## config.mk

```make
export PLATFORM = sky130hd
export DESIGN_NAME = key_autorepeat_volume_stepper_flat
export DESIGN_NICKNAME = d
export VERILOG_FILES = /design/src/design/kavs_pkg.sv /design/src/design/kavs_in_if.sv /design/src/design/kavs_out_if.sv /design/src/design/kavs_cfg_if.sv /design/src/design/key_autorepeat_volume_stepper.sv /design/src/design/kavs_step.sv /design/src/design/kavs_fifo.sv /design/src/flat_wrapper.sv
export SDC_FILE = /design/constraint.sdc
export NUM_CORES = 1
export LEC_CHECK = 0
export ABC_CLOCK_PERIOD_IN_PS = 15400
export BUFFER_PORTS_ARGS = -buffer_cell sky130_fd_sc_hd__buf_2
export CORE_UTILIZATION = 45
export DETAILED_ROUTE_END_ITERATION = 6
export MAX_ROUTING_LAYER = met4
export PLACE_DENSITY_LB_ADDON = 0.3
export SLEW_MARGIN = 20
export SYNTH_ARGS = -nofsm -noshare
export SYNTH_HDL_FRONTEND = slang
export SYNTH_SLANG_ARGS = --single-unit
```

## constraint.sdc

```tcl
create_clock -name clk -period 15.4 [get_ports clk]
set_clock_uncertainty 0.2 [all_clocks]
set_input_delay 3.85 -clock clk [delete_from_list [all_inputs] [get_ports clk]]
set_output_delay 3.85 -clock clk [all_outputs]
set_load 0.005 [all_outputs]
```

## src/design/kavs_pkg.sv

```systemverilog
// ----------------------------------------------------------------------------
// kavs_pkg: shared types and constants of the key auto-repeat volume stepper
// Key codes, register indexes, level limits and the result word layout.
// ----------------------------------------------------------------------------
`default_nettype none

package kavs_pkg;

	localparam int MAX_LEVEL = 20;
	localparam int LEVEL_W   = 5;
	localparam int PCT_W     = 7;
	localparam int TIME_W    = 32;
	localparam int DELAY_W   = 16;
	localparam int CFG_IDX_W = 2;
	localparam int CFG_DAT_W = 16;

	localparam logic [9:0] KEY_UP       = 10'd115;
	localparam logic [9:0] KEY_DOWN     = 10'd114;
	localparam logic [9:0] KEY_MENU     = 10'd316;
	localparam logic [9:0] KEY_MENU_TWO = 10'd314;

	localparam logic [4:0] EV_TYPE_KEY = 5'd1;

	localparam logic [1:0] VAL_RELEASED = 2'd0;
	localparam logic [1:0] VAL_PRESSED  = 2'd1;
	localparam logic [1:0] VAL_REPEAT   = 2'd2;
	localparam logic [1:0] VAL_IGNORED  = 2'd3;

	localparam logic FUNC_KEY  = 1'b0;
	localparam logic FUNC_TICK = 1'b1;

	localparam logic DIR_UP   = 1'b0;
	localparam logic DIR_DOWN = 1'b1;

	typedef logic [LEVEL_W-1:0] level_t;
	typedef logic [PCT_W-1:0]   pct_t;

	localparam level_t LEVEL_MAX   = level_t'(MAX_LEVEL);
	localparam level_t LEVEL_RESET = (10 > MAX_LEVEL) ? level_t'(MAX_LEVEL) : level_t'(10);

	localparam logic [DELAY_W-1:0] INITIAL_DELAY_RESET = 16'd300;
	localparam logic [DELAY_W-1:0] REPEAT_PERIOD_RESET = 16'd100;

	typedef enum logic [CFG_IDX_W-1:0] {
		CFG_INITIAL_DELAY = 2'd0,
		CFG_REPEAT_PERIOD = 2'd1,
		CFG_START_VOLUME  = 2'd2
	} cfg_idx_t;

	typedef struct packed {
		logic   direction;
		level_t level;
		pct_t   percent;
		logic   last;
	} res_t;

	// up to two results per tick, in delivery order
	typedef struct packed {
		logic [1:0] cnt;
		res_t       r0;
		res_t       r1;
	} push_t;

	// select from a table of constant quotients, one entry per level code
	function automatic pct_t level_pct(input level_t lv);
		pct_t p;
		p = '0;
		for (int i = 0; i < (1 << LEVEL_W); i++) begin
			if (lv == level_t'(i)) begin
				p = pct_t'((i * 100) / MAX_LEVEL);
			end
		end
		return p;
	endfunction

endpackage

`default_nettype wire

```

## src/design/kavs_in_if.sv

```systemverilog
// ----------------------------------------------------------------------------
// kavs_in_if: key event / poll tick channel
// Valid/ready channel carrying one input word.
// ----------------------------------------------------------------------------
`default_nettype none

interface kavs_in_if;
	logic        valid;
	logic        ready;
	logic        func;
	logic [4:0]  event_type;
	logic [9:0]  key_code;
	logic [1:0]  key_value;
	logic [31:0] now_ms;

	modport source (output valid, func, event_type, key_code, key_value, now_ms,
		input ready);
	modport sink (input valid, func, event_type, key_code, key_value, now_ms,
		output ready);
endinterface

`default_nettype wire

```

## src/design/kavs_out_if.sv

```systemverilog
// ----------------------------------------------------------------------------
// kavs_out_if: level step result channel
// Valid/ready channel carrying one result word.
// ----------------------------------------------------------------------------
`default_nettype none

interface kavs_out_if;
	logic       valid;
	logic       ready;
	logic       direction;
	logic [4:0] level;
	logic [6:0] percent;
	logic       last;

	modport source (output valid, direction, level, percent, last, input ready);
	modport sink (input valid, direction, level, percent, last, output ready);
endinterface

`default_nettype wire

```

## src/design/kavs_cfg_if.sv

```systemverilog
// ----------------------------------------------------------------------------
// kavs_cfg_if: configuration write channel
// Valid/ready channel carrying a register index and write data.
// ----------------------------------------------------------------------------
`default_nettype none

interface kavs_cfg_if;
	logic        valid;
	logic        ready;
	logic [1:0]  index;
	logic [15:0] data;

	modport source (output valid, index, data, input ready);
	modport sink (input valid, index, data, output ready);
endinterface

`default_nettype wire

```

## src/design/key_autorepeat_volume_stepper.sv

```systemverilog
// ----------------------------------------------------------------------------
// key_autorepeat_volume_stepper: key auto-repeat up/down level counter
// Key events update key flags; poll ticks step a saturating level.
//
//   channel     dir  payload                                      words
//   key_in      in   func, event_type, key_code, key_value, now   1 / cycle
//   result_out  out  direction, level, percent, last              1 / cycle
//   cfg         in   index, data                                  1 / cycle
//
// An input word is taken every cycle while the result queue has room for two
// words; a tick's results are written from the input register into the result
// queue, which drives result_out, once the queue has room for them.
// A tick giving two results hands them out in turn on the single output port.
// arst_n clears key state, loads level 10 and the default delays.
// A stall on result_out holds the queue; key_in stalls once it fills past two.
// cfg is held off while an input word waits in the input register.
// ----------------------------------------------------------------------------
`default_nettype none

module key_autorepeat_volume_stepper
	import kavs_pkg::*;
(
	input  wire logic   clk,
	input  wire logic   arst_n,
	kavs_in_if.sink     key_in,
	kavs_out_if.source  result_out,
	kavs_cfg_if.sink    cfg
);

	push_t push;
	logic  room;

	kavs_step u_step (
		.clk    (clk),
		.arst_n (arst_n),
		.key_in (key_in),
		.cfg    (cfg),
		.room   (room),
		.push   (push)
	);

	kavs_fifo u_fifo (
		.clk        (clk),
		.arst_n     (arst_n),
		.push       (push),
		.room       (room),
		.result_out (result_out)
	);

endmodule

`default_nettype wire

```

## src/design/kavs_step.sv

```systemverilog
// ----------------------------------------------------------------------------
// kavs_step: input register, key state and step evaluation
// Holds the key flags, deadlines, level and configuration; turns one word
// into zero, one or two result words per cycle while the result queue has room.
// ----------------------------------------------------------------------------
`default_nettype none

module kavs_step
	import kavs_pkg::*;
(
	input  wire logic   clk,
	input  wire logic   arst_n,
	kavs_in_if.sink     key_in,
	kavs_cfg_if.sink    cfg,
	input  wire logic   room,
	output push_t       push
);

	logic              valid_s1;
	logic              func_s1;
	logic [4:0]        etype_s1;
	logic [9:0]        code_s1;
	logic [1:0]        val_s1;
	logic [TIME_W-1:0] now_s1;

	logic [DELAY_W-1:0] init_delay_q;
	logic [DELAY_W-1:0] period_q;

	logic              menu_held_q, menu_two_held_q;
	logic              up_held_q, up_fresh_q, down_held_q, down_fresh_q;
	logic [TIME_W-1:0] up_dl_q, down_dl_q;
	level_t            level_q;

	logic   adv;
	logic   ev_ok, on, blocked;
	logic   up_due, down_due, up_emit, down_emit;
	level_t lvl_up, lvl_dn;
	res_t   r_up, r_dn;
	logic [TIME_W-1:0] arm_dl;
	level_t start_lvl;

	assign adv          = valid_s1 && room;
	assign key_in.ready = !valid_s1 || room;
	// hold register writes off while a word waits in the input register
	assign cfg.ready    = !valid_s1;

	always_ff @(posedge clk or negedge arst_n) begin
		if (!arst_n) begin
			valid_s1 <= 1'b0;
		end else if (key_in.ready) begin
			valid_s1 <= key_in.valid;
		end
	end

	always_ff @(posedge clk) begin
		if (key_in.valid && key_in.ready) begin
			func_s1  <= key_in.func;
			etype_s1 <= key_in.event_type;
			code_s1  <= key_in.key_code;
			val_s1   <= key_in.key_value;
			now_s1   <= key_in.now_ms;
		end
	end

	// evaluation of the word in the input register
	always_comb begin
		ev_ok     = (etype_s1 == EV_TYPE_KEY) && (val_s1 != VAL_IGNORED);
		on        = (val_s1 != VAL_RELEASED);
		arm_dl    = now_s1 + TIME_W'(init_delay_q);
		blocked   = menu_held_q || menu_two_held_q;
		up_due    = up_fresh_q || (up_held_q && (now_s1 >= up_dl_q));
		down_due  = down_fresh_q || (down_held_q && (now_s1 >= down_dl_q));
		up_emit   = up_due && !blocked;
		down_emit = down_due && !blocked;
		lvl_up    = level_q;
		if (up_emit && level_q < LEVEL_MAX) begin
			lvl_up = level_q + level_t'(1);
		end
		lvl_dn = lvl_up;
		if (down_emit && lvl_up != '0) begin
			lvl_dn = lvl_up - level_t'(1);
		end
		r_up = '{direction: DIR_UP, level: lvl_up, percent: level_pct(lvl_up),
			last: !down_emit};
		r_dn = '{direction: DIR_DOWN, level: lvl_dn, percent: level_pct(lvl_dn),
			last: 1'b1};
		start_lvl = (cfg.data[LEVEL_W-1:0] > LEVEL_MAX) ? LEVEL_MAX
			: cfg.data[LEVEL_W-1:0];
	end

	always_comb begin
		push.cnt = 2'd0;
		push.r0  = r_up;
		push.r1  = r_dn;
		if (adv && func_s1 == FUNC_TICK) begin
			push.cnt = {1'b0, up_emit} + {1'b0, down_emit};
			if (!up_emit) begin
				push.r0 = r_dn;
			end
		end
	end

	always_ff @(posedge clk or negedge arst_n) begin
		if (!arst_n) begin
			init_delay_q    <= INITIAL_DELAY_RESET;
			period_q        <= REPEAT_PERIOD_RESET;
			menu_held_q     <= 1'b0;
			menu_two_held_q <= 1'b0;
			up_held_q       <= 1'b0;
			up_fresh_q      <= 1'b0;
			up_dl_q         <= '0;
			down_held_q     <= 1'b0;
			down_fresh_q    <= 1'b0;
			down_dl_q       <= '0;
			level_q         <= LEVEL_RESET;
		end else begin
			if (adv && func_s1 == FUNC_KEY && ev_ok) begin
				unique case (code_s1)
					KEY_MENU:     menu_held_q <= on;
					KEY_MENU_TWO: menu_two_held_q <= on;
					KEY_UP: begin
						up_held_q  <= on;
						up_fresh_q <= on;
						if (val_s1 == VAL_PRESSED) begin
							up_dl_q <= arm_dl;
						end
					end
					KEY_DOWN: begin
						down_held_q  <= on;
						down_fresh_q <= on;
						if (val_s1 == VAL_PRESSED) begin
							down_dl_q <= arm_dl;
						end
					end
					default: ;
				endcase
			end
			if (adv && func_s1 == FUNC_TICK) begin
				level_q <= lvl_dn;
				// a fresh key consumes its fresh flag, a repeat advances the deadline
				if (up_due) begin
					if (up_fresh_q) begin
						up_fresh_q <= 1'b0;
					end else begin
						up_dl_q <= up_dl_q + TIME_W'(period_q);
					end
				end
				if (down_due) begin
					if (down_fresh_q) begin
						down_fresh_q <= 1'b0;
					end else begin
						down_dl_q <= down_dl_q + TIME_W'(period_q);
					end
				end
			end
			if (cfg.valid && cfg.ready) begin
				unique case (cfg.index)
					CFG_INITIAL_DELAY: init_delay_q <= cfg.data;
					CFG_REPEAT_PERIOD: period_q <= cfg.data;
					CFG_START_VOLUME:  level_q <= start_lvl;
					default: ;
				endcase
			end
		end
	end

endmodule

`default_nettype wire

```

## src/design/kavs_fifo.sv

```systemverilog
// ----------------------------------------------------------------------------
// kavs_fifo: result queue
// Four-entry queue taking up to two result words per cycle and handing out
// one word per cycle on the output channel while result_out is ready.
// ----------------------------------------------------------------------------
`default_nettype none

module kavs_fifo
	import kavs_pkg::*;
(
	input  wire logic   clk,
	input  wire logic   arst_n,
	input  wire push_t  push,
	output logic        room,
	kavs_out_if.source  result_out
);

	res_t       mem_q [4];
	logic [1:0] wr_q, rd_q;
	logic [2:0] count_q;
	logic       pop;
	res_t       head;

	assign head              = mem_q[rd_q];
	assign result_out.valid  = (count_q != 3'd0);
	assign result_out.direction = head.direction;
	assign result_out.level  = head.level;
	assign result_out.percent = head.percent;
	assign result_out.last   = head.last;
	assign pop               = result_out.valid && result_out.ready;
	// keep space for a full tick
	assign room              = (count_q <= 3'd2);

	always_ff @(posedge clk) begin
		if (push.cnt != 2'd0) begin
			mem_q[wr_q] <= push.r0;
		end
		if (push.cnt == 2'd2) begin
			mem_q[wr_q + 2'd1] <= push.r1;
		end
	end

	always_ff @(posedge clk or negedge arst_n) begin
		if (!arst_n) begin
			wr_q    <= '0;
			rd_q    <= '0;
			count_q <= '0;
		end else begin
			wr_q    <= wr_q + push.cnt;
			rd_q    <= rd_q + {1'b0, pop};
			count_q <= count_q + {1'b0, push.cnt} - {2'b00, pop};
		end
	end

endmodule

`default_nettype wire

```

## src/flat_wrapper.sv

```systemverilog
// flat-port wrapper written by rule: the top's interface ports become plain ports
module key_autorepeat_volume_stepper_flat import kavs_pkg::*;
  (clk, arst_n, key_in_valid, key_in_func, key_in_event_type, key_in_key_code, key_in_key_value, key_in_now_ms, key_in_ready, result_out_valid, result_out_direction, result_out_level, result_out_percent, result_out_last, result_out_ready, cfg_valid, cfg_index, cfg_data, cfg_ready);
  kavs_in_if key_in_i ();
  kavs_out_if result_out_i ();
  kavs_cfg_if cfg_i ();
  input  wire logic clk;
  input  wire logic arst_n;
  input wire logic [$bits(key_in_i.valid)-1:0] key_in_valid;
  input wire logic [$bits(key_in_i.func)-1:0] key_in_func;
  input wire logic [$bits(key_in_i.event_type)-1:0] key_in_event_type;
  input wire logic [$bits(key_in_i.key_code)-1:0] key_in_key_code;
  input wire logic [$bits(key_in_i.key_value)-1:0] key_in_key_value;
  input wire logic [$bits(key_in_i.now_ms)-1:0] key_in_now_ms;
  output wire logic [$bits(key_in_i.ready)-1:0] key_in_ready;
  output wire logic [$bits(result_out_i.valid)-1:0] result_out_valid;
  output wire logic [$bits(result_out_i.direction)-1:0] result_out_direction;
  output wire logic [$bits(result_out_i.level)-1:0] result_out_level;
  output wire logic [$bits(result_out_i.percent)-1:0] result_out_percent;
  output wire logic [$bits(result_out_i.last)-1:0] result_out_last;
  input wire logic [$bits(result_out_i.ready)-1:0] result_out_ready;
  input wire logic [$bits(cfg_i.valid)-1:0] cfg_valid;
  input wire logic [$bits(cfg_i.index)-1:0] cfg_index;
  input wire logic [$bits(cfg_i.data)-1:0] cfg_data;
  output wire logic [$bits(cfg_i.ready)-1:0] cfg_ready;
  assign key_in_i.valid = key_in_valid;
  assign key_in_i.func = key_in_func;
  assign key_in_i.event_type = key_in_event_type;
  assign key_in_i.key_code = key_in_key_code;
  assign key_in_i.key_value = key_in_key_value;
  assign key_in_i.now_ms = key_in_now_ms;
  assign key_in_ready = key_in_i.ready;
  assign result_out_valid = result_out_i.valid;
  assign result_out_direction = result_out_i.direction;
  assign result_out_level = result_out_i.level;
  assign result_out_percent = result_out_i.percent;
  assign result_out_last = result_out_i.last;
  assign result_out_i.ready = result_out_ready;
  assign cfg_i.valid = cfg_valid;
  assign cfg_i.index = cfg_index;
  assign cfg_i.data = cfg_data;
  assign cfg_ready = cfg_i.ready;
  key_autorepeat_volume_stepper u_core (.clk(clk), .arst_n(arst_n), .key_in(key_in_i), .result_out(result_out_i), .cfg(cfg_i));
endmodule
```

==> metrics.md, run 1 <==
| Metric | Value |
|---|---|
| Slowest cell on the critical path | dfrtp_1 |
| Area grow syn2layout | 12.7% |
| Rows | 65 |
| Die H | 183 um |
| Syn_area_per_cell | 9.83 um^2 |
| Post-CTS Hold Buffers | 0 |
| Crit-path leading delay family | flip-flops |
| Worst Hold End | u_core.u_fifo.mem_q[3][0]$_SDFFE_PP1P_ |
| Setup TNS | 0 ps |
| CP arrival | 2180 ps |
| First-pass GRT wire length | 62600 um |
| Die area | 0.0334 mm^2 |
| Iter 0 DRT Violations | 952 |
| Final setup viols | 0 |
| Power Density | 150 mW/mm^2 |
| Mapped cell area | 0.0147 mm^2 |
| Clock slew seen by the registers of the worst setup and hold paths | 60 ps |
| Number of synthesized register bits | 221 |
| DRT antenna net count | 0 |
| R2r worst-path depth | 15 |
| Dpl ws | 9390 ps |
| Routed WL | 38400 um |
| Clk buf depth | 3 |
| Worst hold path startpoint | u_core.u_fifo.mem_q[3][0]$_SDFFE_PP1P_ |
| Maximum VDD drop | 125 uV |
| Clock Latency Late Sink | 540 ps |
| Worst Hold Class | flop to flop |
| Ys Warns | 0 |
| TritonCTS clock tree | built |
| CTS Sinks | 221 |
| CP Max Fanout | 15 |
| Min Hold Slack | 268 ps |
| Total Routing Usage GR | 24.2% |
| Crit-path cells | mux4_2 > buf_2 |
| Root Driver | clkbuf_16 |
| FF-to-FF setup slack | 9420 ps |
| Final net count | 1769 |
| Max-slew violations | 0 |
| Htree depth | 1 |
| Largest net degree at the start of global routing | 73 |
| Leak | 6.58 nW |
| IO buf count | 89 |
| Fin crit share | 40.4% |
| Hold Fails Final Rpt | 0 |
| Required @ worst endpoint | 11350 ps |
| Antenna Cells | 0 |
| Total CTS buffers | 27 |
| DRC | 0 |
| Ys flop type | dfrtp_1 |
| Initial DRT Pass Iterations | 6 |
| Critical register-to-register path startpoint | u_core.u_step.now_s1[30]$_DFFE_PP_ |
| Fraction of layout cells with a size suffix above 1 | 16.1% |
| Final worst slack | 9170 ps |
| # IOs | 90 |
| Slowest stage delay, CP | 890 ps |
| Post-synthesis net count | 1694 |
| EDFF count, synth | 98 |
| Startpoint types | flop |
| Critical path class | flop to output port |
| Max_cap viols | 0 |
| Die Span X | 183 um |
| Peak Freq | 161 MHz |
| Initial Util | 46.2% |
| Worst hold path cell count | 1 |
| Worst-Margin Slew | 1040 ps |
| Critical Path Start | u_core.u_fifo.rd_q[0]$_DFF_PN0_ |
| DR vias | 12000 |
| Post-synthesis sequential area ratio | 40.8% |
| Worst R2R End | u_core.u_fifo.mem_q[2][3]$_DFFE_PP_ |
| Final instance area | 0.0165 mm^2 |
| Unique masters post-synth | 95 |
| Min cycle time layout | 6230 ps |
| Cell Area, Placed | 0.0156 mm^2 |
| Vias in the first global route | 11600 |
| Total gr overflow | 0 |
| Worst Setup End Kind | output port |
| Buf+Inv Stages, Crit Path | 1 |
| Post-CTS Resized | 0 |
| Core footprint | 0.0318 mm^2 |
| Status | completed |
| Fill count | 2896 |
| Drt wl/cell | 19.0 um |
| Initial antenna violation count | 0 |
| Cells after synthesis | 1493 |
| Post-CTS Setup Inserts | 0 |
| HPWL after detailed placement | 28300 um |
| Routability cong. | 0.903 |
| Via density | 5.94 |
| Slew margin rel. | 30.2% |
| RSZ-0062 raised after global routing | no |
| Ys async rst share | 52.0% |
==> flip-flops by register name, indices dropped and copies added (netlist names), 2 cells and up <==
name / count
u_core.u_step.level_q: 5
u_core.u_step.now_s1: 32
u_core.u_step.period_q: 16
u_core.u_step.init_delay_q: 16
u_core.u_fifo.count_q: 3
u_core.u_fifo.wr_q: 2
u_core.u_step.code_s1: 10
u_core.u_step.val_s1: 2
u_core.u_fifo.rd_q: 2
u_core.u_step.etype_s1: 5
u_core.u_step.up_dl_q: 32
u_core.u_step.down_dl_q: 32
u_core.u_fifo.mem_q: 56
==> worst max path at each step <==
| stage | to | depth (start not counted) |
|---|---|---|
| after floorplan | u_core.u_step.init_delay_q[10]$_DFFE_PN0P_ | 3 |
| after global placement | u_core.u_fifo.mem_q[2][7]$_DFFE_PP_ | 15 |
| after detailed placement | u_core.u_fifo.mem_q[2][7]$_DFFE_PP_ | 15 |
| after CTS | result_out_percent[6] | 2 |
| after global routing | u_core.u_fifo.mem_q[2][3]$_DFFE_PP_ | 15 |
| final | result_out_percent[6] | 2 |
==> through the flow <==
step	utilization, %	power, mW	cells
floorplan	-	1.53	1493
global placement	49.0	1.79	1974
detailed placement	49.0	1.81	1974
CTS	52.0	2.49	2022
global route	52.0	2.65	2022
finish	52.0	2.48	2022
==> power breakdown <==
| part | internal, mW | switching (mW) | leakage, nW |
|---|---|---|---|
| clock | 0.417 | 0.258 | 0.462 |
| sequential | 0.722 | 0.119 | 2.43 |
| combinational | 0.398 | 0.569 | 3.68 |
| total | 1.54 | 0.946 | 6.58 |
==> synthesized netlist by cell type (7+ instances only) <==
library cell  count  share of area, %
o21ai_0          55               1.9
inv_1           104               2.7
a21boi_0          7              0.36
mux4_2           14               2.1
nor2_1          105               2.7
nor3_1           38               1.3
a211oi_1         48               2.5
clkbuf_1         47               1.2
nand3_1          38               1.3
a31oi_1          16              0.68
nor2b_1           7              0.30
mux2_2           36               2.8
o21ai_1          11              0.37
edfxtp_1         98                20
and2_1           13              0.55
o21a_1           11              0.56
o211ai_1         14              0.72
nand4_1          10              0.43
dfstp_2           9               1.6
nand2b_1         16              0.68
a221oi_1         14              0.84
xnor2_1          37               2.2
or2_2             9              0.38
o22ai_1          42               1.8
a21o_1           15              0.77
o31ai_1           7              0.36
a311oi_1          9              0.54
xor2_1           27               1.6
ha_1            124                11
or3_1            11              0.47
dfxtp_1           8               1.1
dfrtp_1         106                18
and3_1           32               1.4
nand2_1         114               2.9
a21oi_1         104               3.5
==> worst reg2reg max path: stages, from the launching register on <==
cell	delay, ps
edfxtp_1	490
ha_1	370
nand4_1	200
nor3_2	370
o2111ai_1	290
a31o_2	320
a21boi_2	270
xnor2_1	450
ha_1	520
o211ai_1	430
and2_1	410
xnor2_1	800
xnor2_1	320
nand2_1	100
nand3_1	100
o21ai_1	60
==> final cells by class <==
cell class / count / area, um^2 / share of cell area (%)
clock buffers: 35 / 767 / 4.64
clock inverters: 13 / 178 / 1.07
inverters: 106 / 398 / 2.40
multi-input cells: 1108 / 8110 / 49.0
flip-flops and latches: 221 / 5990 / 36.2
well taps: 435 / 544 / 3.29
repair buffers: 104 / 561 / 3.39
==> logic make-up after synthesis <==
group / Yosys count / synth area share, %
flops: 221 / 40.8
xor+xnor: 64 / 3.82
compound gates: 428 / 20.1
fa+ha+maj: 128 / 11.1
mux: 57 / 5.42
buf+inv: 164 / 4.27
simple gates: 431 / 14.5
==> layout by cell type (no fill, tap or decap), drive strengths merged, types with 15 or more instances in the layout <==
cell type	synthesis	routed
a211oi	49	49
a21o	15	15
a21oi	104	104
a31oi	17	17
and3	32	32
buf	11	104
clkbuf	47	35
dfrtp	106	106
edfxtp	98	98
ha	124	124
inv	106	106
mux2	37	37
nand2	114	114
nand2b	16	16
nand3	39	39
nor2	106	106
nor3	39	39
o21ai	68	68
o22ai	42	42
xnor2	37	37
xor2	27	27
==> metal layers <==
metal / track usage, % / vias up / wire length [um]
li1: - / 5772 / -
met1: 33.3 / 5812 / 17600
met2: 38.0 / 368 / 17700
met3: 2.73 / 64 / 2180
met4: 6.39 / 0 / 962
met5: - / - / 0
Power figures use the tool's default switching activity.
==> run 2: changes to the inputs <==
--- a/config.mk
+++ b/config.mk
@@ -5,7 +5,8 @@
 export SDC_FILE = /design/constraint.sdc
 export NUM_CORES = 1
 export LEC_CHECK = 0
-export ABC_CLOCK_PERIOD_IN_PS = 15400
+export ABC_AREA = 1
+export ABC_CLOCK_PERIOD_IN_PS = 5000
 export BUFFER_PORTS_ARGS = -buffer_cell sky130_fd_sc_hd__buf_2
 export CORE_UTILIZATION = 45
 export DETAILED_ROUTE_END_ITERATION = 6
==> constraint.sdc (replaced) <==
create_clock -name clk -period 5 [get_ports clk]
set_clock_uncertainty 0.2 [all_clocks]
set_input_delay 1.25 -clock clk [delete_from_list [all_inputs] [get_ports clk]]
set_output_delay 1.25 -clock clk [all_outputs]
set_load 0.005 [all_outputs]
==> metrics.md, run 2 <==
| Metric | Value |
|---|---|
| Root Driver | clkbuf_16 |
| Final instance area | 0.0172 mm^2 (+4.2%) |
| TritonCTS clock tree | built |
| Post-synth top area share | 19.6% (-0.41 points) |
| Initial DRT Pass Iterations | 5 (-1) |
| Initial antenna violation count | 0 (unchanged) |
| Final setup viols | 0 (unchanged) |
| Post-synthesis sequential area ratio | 40.0% (-0.83 points) |
| Total gr overflow | 0 (unchanged) |
| Peak Freq | 211 MHz |
| Number of synthesized register bits | 221 (unchanged) |
| Htree depth | 1 (unchanged) |
| Slowest stage delay, CP | 470 ps (-420 ps) |
| Max_cap viols | 0 (unchanged) |
| Required @ worst endpoint | 5090 ps (-6260 ps) |
| Largest family of logic cells by synthesized area | simple AND/OR/NAND/NOR gates |
| Drt wl/cell | 16.4 um (-13%) |
| Total CTS buffers | 27 (unchanged) |
| Critical path class | flop to flop |
| Clock power share | 22.8% (-4.4 points) |
| Worst-Margin Slew | 953 ps (-89.9 ps) |
| Worst Hold Class | flop to flop |
| Post-Synth Simple-Gate Area | 19.8% (+5.3 points) |
| Switch share | 42.7% (+4.6 points) |
| CP arrival | 4830 ps (+2650 ps) |
| R2r worst-path depth | 37 (+22) |
| Commonest cells post-synth | nand2_1 (350), inv_1 (238), o21ai_0 (173), nor2_1 (146), a21oi_1 (138) |
| # IOs | 90 (unchanged) |
| Comb power frac | 45.5% (+6.6 points) |
| Power Internal | 4.54 mW (+200%) |
| Top cell by count, worst path | nand2_1 |
| Top reg by flops | u_core.u_fifo.mem_q |
| Worst Setup End Kind | flop |
| Clock slew seen by the registers of the worst setup and hold paths | 60 ps (about the same) |
| Leak | 7.90 nW (+20%) |
| Maximum VDD drop | 306 uV (+150%) |
| Worst R2R End | u_core.u_fifo.mem_q[3][3]$_DFFE_PP_ |
| Post-synthesis net count | 2065 (+22%) |
| Antenna Cells | 0 (unchanged) |
| Unique masters post-synth | 65 (-32%) |
| Slew margin rel. | 36.4% (+6.1 points) |
| Top post-synthesis cells by area | edfxtp_1 (20%), dfrtp_1 (18%), ha_1 (10%) |
| Initial Util | 45.9% (-0.22 points) |
| Area grow syn2layout | 15.0% |
| Fill count | 3068 (+5.9%) |
| DRC | 0 (unchanged) |
| Syn_area_per_cell | 8.04 um^2 (-18%) |
| HPWL after detailed placement | 30000 um (+6.0%) |
| Core footprint | 0.0326 mm^2 (+2.6%) |
| Fraction of layout cells with a size suffix above 1 | 13.8% (-2.2 points) |
| Most frequent cells in the layout | nand2_1 (343), inv_1 (233), o21ai_0 (173), nor2_1 (142), a21oi_1 (137) |
| Critical register-to-register path startpoint | u_core.u_step.now_s1[7]$_DFFE_PP_ |
| FF-to-FF setup slack | 260 ps (-9160 ps) |
| Die H | 185 um (+1.0%) |
| IO buf count | 89 (unchanged) |
| Top-count cell post-synth | nand2_1 |
| Max reg flops | 56 (unchanged) |
| Worst Hold End | u_core.u_step.down_held_q$_DFFE_PN0P_ |
| FF+latch area | 0.00599 mm^2 (unchanged) |
| Max-slew violations | 0 (unchanged) |
| Clk buf depth | 3 (unchanged) |
| Post-CTS Hold Buffers | 0 (unchanged) |
| CTS Sinks | 221 (unchanged) |
| Min cycle time layout | 4740 ps |
| Routed WL | 40400 um (+5.2%) |
| Multiplexer area fraction after synthesis | 0% (-5.4 points) |
| DR vias | 13300 (+10%) |
| Routability cong. | 0.947 (+4.9%) |
| Via density | 5.40 (-9.1%) |
| Ys Warns | 0 (unchanged) |
| Cell Area, Placed | 0.0162 mm^2 (+3.6%) |
| Hold Fails Final Rpt | 0 (unchanged) |
| Ys async rst share | 52.0% (unchanged) |
| Cells after synthesis | 1864 (+25%) |
| Die area | 0.0340 mm^2 (+2.1%) |
| Most common cell after layout, fill and taps aside | nand2_1 |
| Synth Area in Compound Gates | 17.1% (-3.0 points) |
| Clock Latency Late Sink | 540 ps (about the same) |
| Fin crit share | 94.7% |
| EDFF count, synth | 98 (unchanged) |
| Synth Area in Adders | 10.9% (-0.23 points) |
| Mapped cell area | 0.0150 mm^2 (+2.1%) |
| Setup TNS | 0 ps (unchanged) |
| Ys flop type | dfrtp_1 |
| Rows | 66 (+1.5%) |
| XOR/XNOR Fraction of Synth Area | 4.46% (+0.64 points) |
| P_sw | 3.38 mW (+260%) |
| Status | completed |
| Slowest cell on the critical path | edfxtp_1 |
| DRT antenna net count | 0 (unchanged) |
| First-pass GRT wire length | 65800 um (+5.2%) |
| Final net count | 2196 (+24%) |
| Seq pwr share | 31.7% (-2.2 points) |
| Largest net degree at the start of global routing | 51 (-30%) |
| Vias in the first global route | 12900 (+11%) |
| Total Routing Usage GR | 25.0% (+0.76 points) |
| Power Density | 460 mW/mm^2 (+210%) |
| Worst hold path cell count | 2 (+1) |
| Startpoint types | flop |
| CP Max Fanout | 8 (-7) |
| Worst hold path startpoint | u_core.u_step.down_held_q$_DFFE_PN0P_ |
| Area leader, netlist | edfxtp_1 |
| Area occupied by multi-input gates | 0.00799 mm^2 (-1.5%) |
| Die Span X | 185 um (+1.0%) |
| Iter 0 DRT Violations | 1307 (+37%) |
==> run 2: cell types whose count changed after synthesis, moves of 16 or more <==
cell and delta:
nand2_1 +236, inv_1 +134, o21ai_0 +118, a211oi_1 -44, nor2_1 +41, nand3_1 +39
mux2_2 -36, a21oi_1 +34, and3_1 -31, xor2_1 +27, xnor2_1 -21, nand2b_1 -16
==> run 2: how the worst max path moves through the flow <==
stage / start / end / slack [ps]
after floorplan: key_in_valid / u_core.u_step.code_s1[0]$_DFFE_PP_ / 600
after global placement: u_core.u_step.now_s1[3]$_DFFE_PP_ / u_core.u_fifo.mem_q[2][3]$_DFFE_PP_ / 160
after detailed placement: u_core.u_step.now_s1[7]$_DFFE_PP_ / u_core.u_fifo.mem_q[3][3]$_DFFE_PP_ / -20
after CTS: u_core.u_step.now_s1[7]$_DFFE_PP_ / u_core.u_fifo.mem_q[3][3]$_DFFE_PP_ / 40
after global routing: u_core.u_step.now_s1[7]$_DFFE_PP_ / u_core.u_fifo.mem_q[0][3]$_DFFE_PP_ / -50
final: u_core.u_step.now_s1[7]$_DFFE_PP_ / u_core.u_fifo.mem_q[3][3]$_DFFE_PP_ / 260
==> run 2: kinds of logic (layout without fill, tap and decap cells) <==
family                     count (synthesis)  count (layout)
AOI/OAI and AO/OA                        454             454
buffers and inverters                    308             459
xor gates and xnor gates                  72              73
and+or+nand+nor                          681             681
DFF                                      221             221
adders and majority gates                128             128
==> run 2: through the flow <==
| step | hold slack, ps | total power [mW] | cells | setup WS [ps] | utilization [%] |
|---|---|---|---|---|---|
| after floorplan | 249 | 4.91 | 1864 | 596 | - |
| after global placement | 265 | 5.85 | 2390 | 156 | 49.5 |
| after detailed placement | 273 | 5.92 | 2390 | -23.5 | 49.5 |
| after CTS | 286 | 7.76 | 2440 | 36.1 | 52.0 |
| after global routing | 306 | 8.51 | 2458 | -49.3 | 52.8 |
| final | 285 | 7.92 | 2458 | 263 | 52.8 |
==> run 2: final cells by class <==
class	instances	share of cell area, %
Tap cell	442	3.21
Sequential cell	221	34.8
Clock buffer	36	4.23
Inverter	258	5.65
Multi-Input combinational cell	1336	46.3
Timing Repair Buffer	151	5.37
Clock inverter	14	0.457
==> run 2: timing repair <==
action | CTS | global route
setup buffers | 0 | 17
resized for setup | 1 | 30
cloned | 0 | 1
setup endpoints to repair | 7 | 28
pin swaps | 0 | 5
==> run 2: critical path, delay by kind of cell, from the launching register on <==
| kind | cells | cell delay, ps |
|---|---|---|
| xor gates and xnor gates | 1 | 200 |
| adders and majority gates | 2 | 510 |
| buffers and inverters | 6 | 510 |
| and+or+nand+nor | 27 | 2480 |
| AOI/OAI and AO/OA | 1 | 90 |
| DFF | 1 | 470 |
==> run 2: power by group through the flow <==
stage / Combinational (mW) / Clock, mW / Sequential (mW)
final: 3.60 / 1.81 / 2.51
after global routing: 4.04 / 1.93 / 2.55
after CTS: 3.40 / 1.86 / 2.50
after detailed placement: 3.38 / 0 / 2.54
after global placement: 3.33 / 0 / 2.53
after floorplan: 2.48 / 0 / 2.43
==> run 2: layer usage <==
layer	vias to the layer above	part of all wire [%]	GRT usage (%)
met4	0	2.0	6.40
met3	72	4.9	2.63
met5	-	0	-
met2	389	47	40.7
li1	6630	-	-
met1	6182	46	33.2
==> run 3: changes to the inputs <==
==> constraint.sdc (replaced) <==
create_clock -name clk -period 5 [get_ports clk]
set_clock_uncertainty 0.2 [all_clocks]
set_input_delay 0.25 -clock clk [delete_from_list [all_inputs] [get_ports clk]]
set_output_delay 0.25 -clock clk [all_outputs]
set_load 0.005 [all_outputs]
==> metrics.md, run 3 (synthesis results as in run 2) <==
| Metric | Value |
|---|---|
| Top reg by flops | u_core.u_fifo.mem_q |
| CP Max Fanout | 3 (-5) |
| Total power | 8.15 mW (+2.8%) |
| Largest net degree at the start of global routing | 50 (-2.0%) |
| Total CTS buffers | 27 (unchanged) |
| First-pass GRT wire length | 66000 um (+0.28%) |
| Worst hold path cell count | 3 (+1) |
| Critical Path Start | u_core.u_step.now_s1[0]$_DFFE_PP_ |
| FF+latch area | 0.00599 mm^2 (unchanged) |
| Final worst slack | 203 ps (-60.3 ps) |
| TritonCTS clock tree | built |
| Worst Hold Class | input port to flop |
| Die Span X | 185 um (unchanged) |
| Worst-Margin Slew | 985 ps (+31.1 ps) |
| IO buf count | 89 (unchanged) |
| Fin crit share | 95.9% (+1.2 points) |
| FF-to-FF setup slack | 200 ps (-60 ps) |
| Routed WL | 40900 um (+1.3%) |
| CTS Sinks | 221 (unchanged) |
| Die H | 185 um (unchanged) |
| Status | completed |
| Root Driver | clkbuf_16 |
| Maximum VDD drop | 350 uV (+14%) |
| Rows | 66 (unchanged) |
| # IOs | 90 (unchanged) |
| Clk buf depth | 3 (unchanged) |
| Fraction of layout cells with a size suffix above 1 | 13.4% (-0.45 points) |
| Worst Hold End | u_core.u_step.level_q[1]$_DFF_PN1_ |
| Min cycle time layout | 4800 ps (+60.3 ps) |
| Htree depth | 1 (unchanged) |
| Worst Setup End Kind | flop |
| R2r worst-path depth | 26 (-30%) |
| Startpoint types | flop |
| Power Density | 452 mW/mm^2 (-1.7%) |
| DR vias | 13600 (+2.2%) |
| Iter 0 DRT Violations | 965 (-26%) |
| Non-filler instance count after layout | 2526 (+2.8%) |
| Area occupied by multi-input gates | 0.00798 mm^2 (about the same) |
| Leak | 8.24 nW (+4.3%) |
| Max reg flops | 56 (unchanged) |
| Max_cap viols | 0 (unchanged) |
| Initial Util | 45.9% (unchanged) |
| Initial DRT Pass Iterations | 5 (unchanged) |
| Final setup viols | 0 (unchanged) |
| Routability cong. | 0.927 (-2.2%) |
| Total Routing Usage GR | 25.0% (+0.056 points) |
| Antenna Cells | 0 (unchanged) |
| Worst R2R End | u_core.u_step.up_dl_q[28]$_DFF_PN0_ |
| Most common cell after layout, fill and taps aside | nand2_1 |
| Dpl ws | -4.88 ps (+18.6 ps) |
| Worst hold path startpoint | cfg_index[1] |
| HPWL after detailed placement | 30100 um (+0.48%) |
| Fill count | 2992 (-2.5%) |
| Max-slew violations | 0 (unchanged) |
| DRT antenna net count | 0 (unchanged) |
| Final net count | 2264 (+3.1%) |
| Via density | 5.37 (-0.60%) |
| Clock slew seen by the registers of the worst setup and hold paths | 70 ps (about the same) |
| RSZ-0062 raised after global routing | yes |
| Die area | 0.0340 mm^2 (unchanged) |
| Placed cell count | 2387 (-0.13%) |
| Total gr overflow | 0 (unchanged) |
| CP arrival | 5070 ps (+240 ps) |
| Slew margin rel. | 34.3% (-2.1 points) |
| Area grow syn2layout | 20.3% |
| Required @ worst endpoint | 5270 ps (+180 ps) |
| Most frequent cells in the layout | nand2_1 (346), inv_1 (235), o21ai_0 (173), nor2_1 (144), a21oi_1 (137) |
| Hold Fails Final Rpt | 0 (unchanged) |
| Vias in the first global route | 13100 (+2.1%) |
| Drt wl/cell | 16.2 um (-1.4%) |
| Peak Freq | 208 MHz (-1.3%) |
| Initial antenna violation count | 0 (unchanged) |
| Core footprint | 0.0326 mm^2 (unchanged) |
| Setup TNS | 0 ps (unchanged) |
| Clock Latency Late Sink | 550 ps (about the same) |
| DRC | 0 (unchanged) |
| Critical register-to-register path startpoint | u_core.u_step.now_s1[0]$_DFFE_PP_ |
| Critical path class | flop to flop |
-- run 3: per-layer routing --
layer  wire [um]  track usage, %  vias to the layer above
li1            -               -                     6746
met1       18800            32.7                     6406
met2       19600            41.9                      362
met3        1820            2.47                       45
met4         680            5.43                        0
met5           0               -                        -
-- run 3: worst max path at each step --
stage / to / slack [ps]
detailed placement: u_core.u_fifo.mem_q[1][3]$_DFFE_PP_ / -5
finish: u_core.u_step.up_dl_q[28]$_DFF_PN0_ / 200
global placement: u_core.u_fifo.mem_q[0][3]$_DFFE_PP_ / 130
floorplan: u_core.u_fifo.mem_q[2][3]$_DFFE_PP_ / 730
CTS: u_core.u_fifo.mem_q[1][3]$_DFFE_PP_ / 50
global route: u_core.u_step.up_dl_q[28]$_DFF_PN0_ / -40
-- run 3: per-stage QoR --
| stage | hold WS [ps] | area (um^2) | utilization (%) |
|---|---|---|---|
| detailed placement | -2.56 | 16100 | 49.4 |
| floorplan | -246 | 15000 | - |
| finish | 35.9 | 18000 | 55.3 |
| global placement | 1.42 | 16100 | 49.4 |
| CTS | 15.3 | 17700 | 54.3 |
| global route | 49.3 | 18000 | 55.3 |
-- run 3: report_power, final --
| part | internal, mW | leakage [nW] | switching, mW |
|---|---|---|---|
| Clock | 1.20 | 0.430 | 0.793 |
| Sequential | 2.22 | 2.50 | 0.282 |
| Combinational | 1.33 | 5.31 | 2.32 |
-- run 3: timing repair --
action	4_1_cts	5_1_grt
pin swaps	0	9
resized for setup	1	27
endpoints found under the hold margin	154	0
endpoints found under the setup margin	6	29
hold buffers	70	0
buffers inserted	0	19
-- run 3: worst max-delay path, cell delays in order, from the launching register on --
cell      delay [ps]
edfxtp_1         480
ha_1             220
inv_1             70
fa_1             460
nor2_1           120
o21a_1           140
nor2_1            80
o21ai_2          150
nand3_1           90
nand2_1          110
nand3_1           80
nand2_1          120
nand3_1           90
nand2_1          130
a21o_1           150
a21oi_1          110
o21ai_2          210
nand3_2          130
nor3b_2          260
nand2_1          150
nor3_4           190
nand4_1          200
nor2_2           180
xor2_2           240
buf_4            160
a21oi_1           50
a31oi_1          150
-- run 3: layout make-up --
type	count	area share, %
multi-input cells	1335	44.3
clock inverters	16	1.08
inverters	258	5.41
well taps	442	3.07
flip-flops and latches	221	33.2
clock buffers	34	3.89
repair buffers	220	9.02
